$ cat config.mk
export PLATFORM = sky130hd
export DESIGN_NAME = gyi_ctrl
export DESIGN_NICKNAME = d
export VERILOG_FILES = /design/src/sv/gyi_pkg.sv /design/src/sv/gyi_ctrl.sv
export SDC_FILE = /design/constraint.sdc
export NUM_CORES = 1
export LEC_CHECK = 0
export BUFFER_PORTS_ARGS = -buffer_cell sky130_fd_sc_hd__buf_2
export CORE_AREA = 3 3 51 53
export CTS_CLUSTER_SIZE = 14
export DETAILED_ROUTE_END_ITERATION = 10
export DIE_AREA = 0 0 54 56
export HOLD_SLACK_MARGIN = 0.06
export PLACE_DENSITY = 0.53
export SETUP_SLACK_MARGIN = 0.1
export SLEW_MARGIN = 20
export SYNTH_ARGS = -nofsm -noshare
export SYNTH_HDL_FRONTEND = slang
export SYNTH_SLANG_ARGS = --single-unit
$ cat constraint.sdc
create_clock -name clk -period 1.45 [get_ports clk]
set_input_delay 0.0725 -clock clk [delete_from_list [all_inputs] [get_ports clk]]
set_output_delay 0.0725 -clock clk [all_outputs]
set_load 0.02 [all_outputs]
$ cat src/sv/gyi_pkg.sv
// shared types and constants for the gyro yaw integrator
// no dependencies; compiled first
`default_nettype none

package gyi_pkg;

  // request codes of the input item
  localparam logic [1:0] REQ_SAMPLE = 2'd0;
  localparam logic [1:0] REQ_RESET  = 2'd1;
  localparam logic [1:0] REQ_QUERY  = 2'd2;

  // configuration register indexes
  localparam logic [2:0]  CFG_BIAS_ENABLE    = 3'd0;
  localparam logic [2:0]  CFG_BIAS_ALPHA     = 3'd1;
  localparam logic [2:0]  CFG_QUIET_THRESH   = 3'd2;
  localparam logic [2:0]  CFG_SETTLE_TIME    = 3'd3;
  localparam logic [2:0]  CFG_STUCK_LIMIT    = 3'd4;
  localparam logic [2:0]  CFG_STAGNATION     = 3'd5;

  // ema gain of one in q1.16
  localparam logic [16:0] ALPHA_ONE = 17'd65536;

  // a full turn is 5625 * 2^22 heading units
  localparam logic [12:0] TURN_ODD  = 13'd5625;
  localparam int          TURN_LOW  = 22;
  localparam logic signed [36:0] FULL_TURN = 37'sd23592960000;
  localparam logic signed [36:0] HALF_TURN = 37'sd11796480000;

  // remainder unit: 6 product bits per pass over the upper 42 bits
  localparam int         MOD_STEP = 6;
  localparam logic [2:0] MOD_LAST = 3'd6;

  typedef enum logic [3:0] {
    S_IDLE,
    S_DECODE,
    S_BMUL,
    S_BIAS,
    S_CORR,
    S_RMUL,
    S_MOD,
    S_ACC,
    S_FINISH
  } ctrl_state_t;

  typedef enum logic [3:0] {
    OP_NONE,
    OP_RESET,
    OP_FIRST,
    OP_BACK,
    OP_PREP,
    OP_BMUL,
    OP_BIAS,
    OP_CORR,
    OP_RMUL,
    OP_MOD,
    OP_ACC,
    OP_LOAD_OUT
  } dp_op_t;

  typedef struct packed {
    logic   capture;
    dp_op_t op;
  } dp_cmd_t;

  typedef struct packed {
    logic is_sample;
    logic is_reset;
    logic have_ref;
    logic backward;
  } dp_status_t;

endpackage

`default_nettype wire

$ cat src/sv/gyi_ctrl.sv
// sequencer for the gyro yaw integrator: state machine, remainder pass count,
// result valid; depends on gyi_pkg
`default_nettype none

module gyi_ctrl (
  input  wire logic                clk,
  input  wire logic                rst,
  input  wire logic                req_valid,
  output logic                     req_ready,
  output logic                     rsp_valid,
  input  wire logic                rsp_ready,
  input  wire gyi_pkg::dp_status_t status,
  output gyi_pkg::dp_cmd_t         cmd
);
  import gyi_pkg::*;

  ctrl_state_t state, state_next;
  logic [2:0]  mod_cnt;

  assign req_ready = (state == S_IDLE);

  always_ff @(posedge clk) begin
    if (rst) begin
      state <= S_IDLE;
    end else begin
      state <= state_next;
    end
  end

  always_ff @(posedge clk) begin
    if (rst) begin
      mod_cnt <= '0;
    end else if (state == S_MOD) begin
      mod_cnt <= mod_cnt + 3'd1;
    end else begin
      mod_cnt <= '0;
    end
  end

  // result register: refilled only once the previous item is taken
  always_ff @(posedge clk) begin
    if (rst) begin
      rsp_valid <= 1'b0;
    end else if (cmd.op == OP_LOAD_OUT) begin
      rsp_valid <= 1'b1;
    end else if (rsp_ready) begin
      rsp_valid <= 1'b0;
    end
  end

  always_comb begin
    state_next  = state;
    cmd.capture = 1'b0;
    cmd.op      = OP_NONE;
    case (state)
      S_IDLE: begin
        if (req_valid) begin
          cmd.capture = 1'b1;
          state_next  = S_DECODE;
        end
      end
      S_DECODE: begin
        if (status.is_reset) begin
          cmd.op     = OP_RESET;
          state_next = S_FINISH;
        end else if (status.is_sample) begin
          if (!status.have_ref) begin
            cmd.op     = OP_FIRST;
            state_next = S_FINISH;
          end else if (status.backward) begin
            cmd.op     = OP_BACK;
            state_next = S_FINISH;
          end else begin
            cmd.op     = OP_PREP;
            state_next = S_BMUL;
          end
        end else begin
          state_next = S_FINISH;
        end
      end
      S_BMUL: begin
        cmd.op     = OP_BMUL;
        state_next = S_BIAS;
      end
      S_BIAS: begin
        cmd.op     = OP_BIAS;
        state_next = S_CORR;
      end
      S_CORR: begin
        cmd.op     = OP_CORR;
        state_next = S_RMUL;
      end
      S_RMUL: begin
        cmd.op     = OP_RMUL;
        state_next = S_MOD;
      end
      S_MOD: begin
        cmd.op = OP_MOD;
        if (mod_cnt == MOD_LAST) begin
          state_next = S_ACC;
        end
      end
      S_ACC: begin
        cmd.op     = OP_ACC;
        state_next = S_FINISH;
      end
      S_FINISH: begin
        if (!rsp_valid || rsp_ready) begin
          cmd.op     = OP_LOAD_OUT;
          state_next = S_IDLE;
        end
      end
      default: begin
        state_next = S_IDLE;
      end
    endcase
  end

endmodule

`default_nettype wire

==> Flow_metrics.wiki <==
{| class="wikitable"
! Metric !! Value
|-
| Fill cells || 232
|-
| Biggest area contributors in the synthesized netlist || sky130_fd_sc_hd__dfxtp_1 30%, sky130_fd_sc_hd__nand2b_1 9.3%, sky130_fd_sc_hd__nor4b_2 5.6%, sky130_fd_sc_hd__ha_1 4.6%, sky130_fd_sc_hd__nor2_1 3.5%
|-
| Total vias in the final route || 559
|-
| Die boundary width || 54 µm
|-
| Ratio of final minimum period to clock period || 101%
|-
| Top Usage Layer GRT || met2
|-
| Total of buffers placed on input and output ports || 14
|-
| Non-Filler Cell Area, Final || 876 µm²
|-
| Unrepaired setup endpoints after global routing || true
|-
| Number of warning messages in the yosys log || 0
|-
| Worst slew pin tran || 0.368 ns
|-
| Classification of the worst-slack hold path || input pin to register
|-
| Antenna-violating nets left || 0
|-
| Crit Path Max Fanout || 7
|-
| Mean area per synthesized cell || 8.72 µm²
|-
| Path depth of the worst reg2reg path || 5
|-
| Path type of the worst setup path || register to output port
|-
| Post-Syn Instances || 62
|-
| Number of vias per cell || 4.74
|-
| Leak Pwr || 0.370 nW
|-
| # Max-Cap Violations || 0
|-
| Hold Path Origin || rsp_ready
|-
| First-iteration detailed-routing DRC count || 6
|-
| Non-Filler Instances || 118
|-
| Total chip power || 0.608 mW
|-
| Count of endpoints failing setup in the final report || 1
|-
| Average wire per standard cell || 12.0 µm
|-
| Fraction of met1 tracks used by global routing || 11.7%
|-
| Cell taking the most area after synthesis || sky130_fd_sc_hd__dfxtp_1
|-
| Number of synthesized register bits || 8
|-
| Clock buffers created by TritonCTS || 3
|-
| Number of instances on the worst hold path || 3
|-
| Final hold violation count || 0
|-
| Remaining Overflow, GRT || 0
|-
| Row cnt || 17
|-
| Insertion delay to the later sink of the worst-skew pair || 0.25 ns
|-
| Antenna diode instance count || 0
|-
| Vias in the first global route || 517
|-
| Placed inst area || 677 µm²
|-
| Area growth from synthesis to layout || 62.0%
|-
| Total number of clock tree sinks || 8
|-
| DRT Pass-1 Iters || 3
|-
| Gr usage total || 9.82%
|-
| Global-route track usage on met3 || 3.49%
|-
| Peak clock frequency supported by timing || 683 MHz
|-
| Share of the core filled with cells in the final layout || 40.0%
|-
| Largest buffer count on any clock path || 2
|-
| CTS tree || built
|-
| Reg-to-reg startpoint || state[3]$_SDFFE_PP0P_
|-
| Maximum number of pins on one net before global-route repair || 12
|-
| Antenna violations before repair || 0
|-
| Worst Setup End Kind || output port
|-
| Layout net count || 102
|-
| Final Slew Violations || 0
|-
| H-tree levels || 1
|-
| Overall die height || 56 µm
|-
| Sum of routed wire length over all layers || 1420 µm
|-
| Syn_nets || 72
|-
| Final min period || 1.46 ns
|-
| Violated checks || negative setup slack
|-
| GRT met2 Usage || 14.9%
|-
| Sequential cell area fraction in the yosys report || 29.6%
|-
| Worst relative slew slack || 75.1%
|-
| Critical Path AT || 1.39 ns
|-
| Initial core utilization || 24.7%
|-
| Gp weighted congestion || 0.729
|-
| Core area || 0.00219 mm²
|-
| DIE AREA || 0.00302 mm²
|-
| Total standard cell area after synthesis || 541 µm²
|-
| Total negative slack || -0.0139 ns
|-
| Global-route wire length before repair || 2190 µm
|-
| R2r setup slk || 0.13 ns
|-
| Residual DRC || 0
|-
| Endpoint of the worst register-to-register path || state[3]$_SDFFE_PP0P_
|-
| Share of cells above drive strength 1 || 48.9%
|-
| Count of pins on the block boundary || 15
|-
| Netlist cell types || 31
|-
| Cell chosen for the clock root || sky130_fd_sc_hd__clkbuf_4
|-
| Max rail drop VDD || 0.271 mV
|-
| Worst setup slack after layout || -0.0139 ns
|-
| Worst hold path endpoint || rsp_valid$_SDFFE_PP0P_
|-
| Clk_skew || 0.000390 ns
|-
| Share of the synthesized area in the top cell type || 29.6%
|-
| Clock-pin slew on the worst setup and hold paths || 0.05 ns
|-
| Required time of the worst setup path || 1.38 ns
|-
| Run status || finished, violations left
|-
| Cells after DPL || 106
|-
| Power density relative to cell area || 694 mW/mm²
|-
| Post-DP HPWL || 1010 µm
|-
| Launching element type of the critical path || register
|}
==> power breakdown <==
| group | switching, mW | internal (mW) |
|---|---|---|
| clock | 0.0713 | 0.0944 |
| combinational | 0.0906 | 0.114 |
| sequential | 0.0137 | 0.224 |
==> synth_stat cells <==
library cell,count
sky130_fd_sc_hd__and3_1,1
sky130_fd_sc_hd__and4bb_1,1
sky130_fd_sc_hd__nor2_1,5
sky130_fd_sc_hd__nor3_1,1
sky130_fd_sc_hd__a22o_1,1
sky130_fd_sc_hd__and2_1,1
sky130_fd_sc_hd__nor4_1,1
sky130_fd_sc_hd__xor2_1,1
sky130_fd_sc_hd__nand2b_1,8
sky130_fd_sc_hd__nor4bb_1,1
sky130_fd_sc_hd__nand2_1,3
sky130_fd_sc_hd__o2bb2ai_1,1
sky130_fd_sc_hd__or4b_1,1
sky130_fd_sc_hd__a311oi_2,1
sky130_fd_sc_hd__xnor2_1,1
sky130_fd_sc_hd__ha_1,2
sky130_fd_sc_hd__o31ai_1,1
sky130_fd_sc_hd__o21ai_0,3
sky130_fd_sc_hd__dfxtp_1,8
sky130_fd_sc_hd__nor3b_1,1
sky130_fd_sc_hd__nor2b_1,2
sky130_fd_sc_hd__nand4b_1,1
sky130_fd_sc_hd__inv_1,3
sky130_fd_sc_hd__a21bo_1,1
sky130_fd_sc_hd__a211oi_1,1
sky130_fd_sc_hd__nor4b_2,2
sky130_fd_sc_hd__o311ai_0,1
sky130_fd_sc_hd__a21oi_1,3
sky130_fd_sc_hd__buf_4,1
sky130_fd_sc_hd__buf_2,3
sky130_fd_sc_hd__nor4_2,1
==> registers in the layout, summed over array words and instances, names as in the netlist <==
signal / cells
rsp_valid: 1
mod_cnt: 3
state: 4
==> how the worst max path moves through the flow <==
stage                                     start               endpoint  slack [ns]  cells past startpoint
after floorplan           state[1]$_SDFFE_PP0P_                 cmd[0]        0.13                      3
after global placement    state[2]$_SDFFE_PP0P_                 cmd[2]        0.12                      3
after detailed placement  state[0]$_SDFFE_PP0P_  state[3]$_SDFFE_PP0P_        0.09                      3
after CTS                 state[3]$_SDFFE_PP0P_                 cmd[2]       -0.06                      3
after global routing      state[3]$_SDFFE_PP0P_                 cmd[4]       -0.06                      4
final                     state[1]$_SDFFE_PP0P_                 cmd[2]       -0.01                      3
==> metal layers <==
layer,routed length (µm),vias up
met3,68,2
met4,10,0
met1,600,259
li1,-,286
met2,741,12
met5,0,-
==> cells by family (layout without fill, tap and decap cells) <==
logic type | count (synthesis) | in the layout | synth area share (%)
and+or+nand+nor | 30 | 30 | 38.4
AOI/OAI and AO/OA | 13 | 13 | 17.8
DFF | 8 | 8 | 29.6
buffers and inverters | 7 | 35 | 6.25
adders and majority gates | 2 | 2 | 4.63
xor gates and xnor gates | 2 | 2 | 3.24
==> area by class of cell <==
class	count	area (µm²)	share of cell area (%)
Clock buffer	3	22.5	2.57
Inverter	3	11.3	1.29
Sequential cell	8	175	20.0
Tap cell	28	35.0	4.00
Timing Repair Buffer	29	225	25.7
Multi-Input combinational cell	47	407	46.4
==> repair_timing <==
| action | in CTS | in global routing |
|---|---|---|
| resized for setup | 9 | 21 |
| hold endpoints to repair | 1 | 0 |
| pin swaps | 2 | 7 |
| hold buffers | 1 | 0 |
| buffers inserted | 3 | 6 |
| endpoints found under the setup margin | 7 | 6 |
==> cell usage in the layout (no fill, tap or decap), drive strengths merged, types with 2 or more instances in the layout <==
cell type	instances
a21oi	3
nor2b	2
nor2	5
nand2b	8
o21ai	3
nor4	2
ha	2
nor4b	2
inv	3
clkbuf	4
dfxtp	8
buf	27
nand2	3
==> worst max-delay path, stage by stage (launching register included) <==
cell and delay (ns):
sky130_fd_sc_hd__dfxtp_4 0.38, sky130_fd_sc_hd__or4b_4 0.53, sky130_fd_sc_hd__o31ai_4 0.08, sky130_fd_sc_hd__buf_6 0.15
==> stage by stage <==
step           worst slack, ns  hold WS [ns]
2_1_floorplan            0.134         0.140
3_3_place_gp             0.122         0.330
3_5_place_dp            0.0937         0.331
4_1_cts                -0.0578         0.169
5_1_grt                -0.0565         0.189
6_report               -0.0139         0.172
No activity file was read; power rests on OpenSTA's default activity.
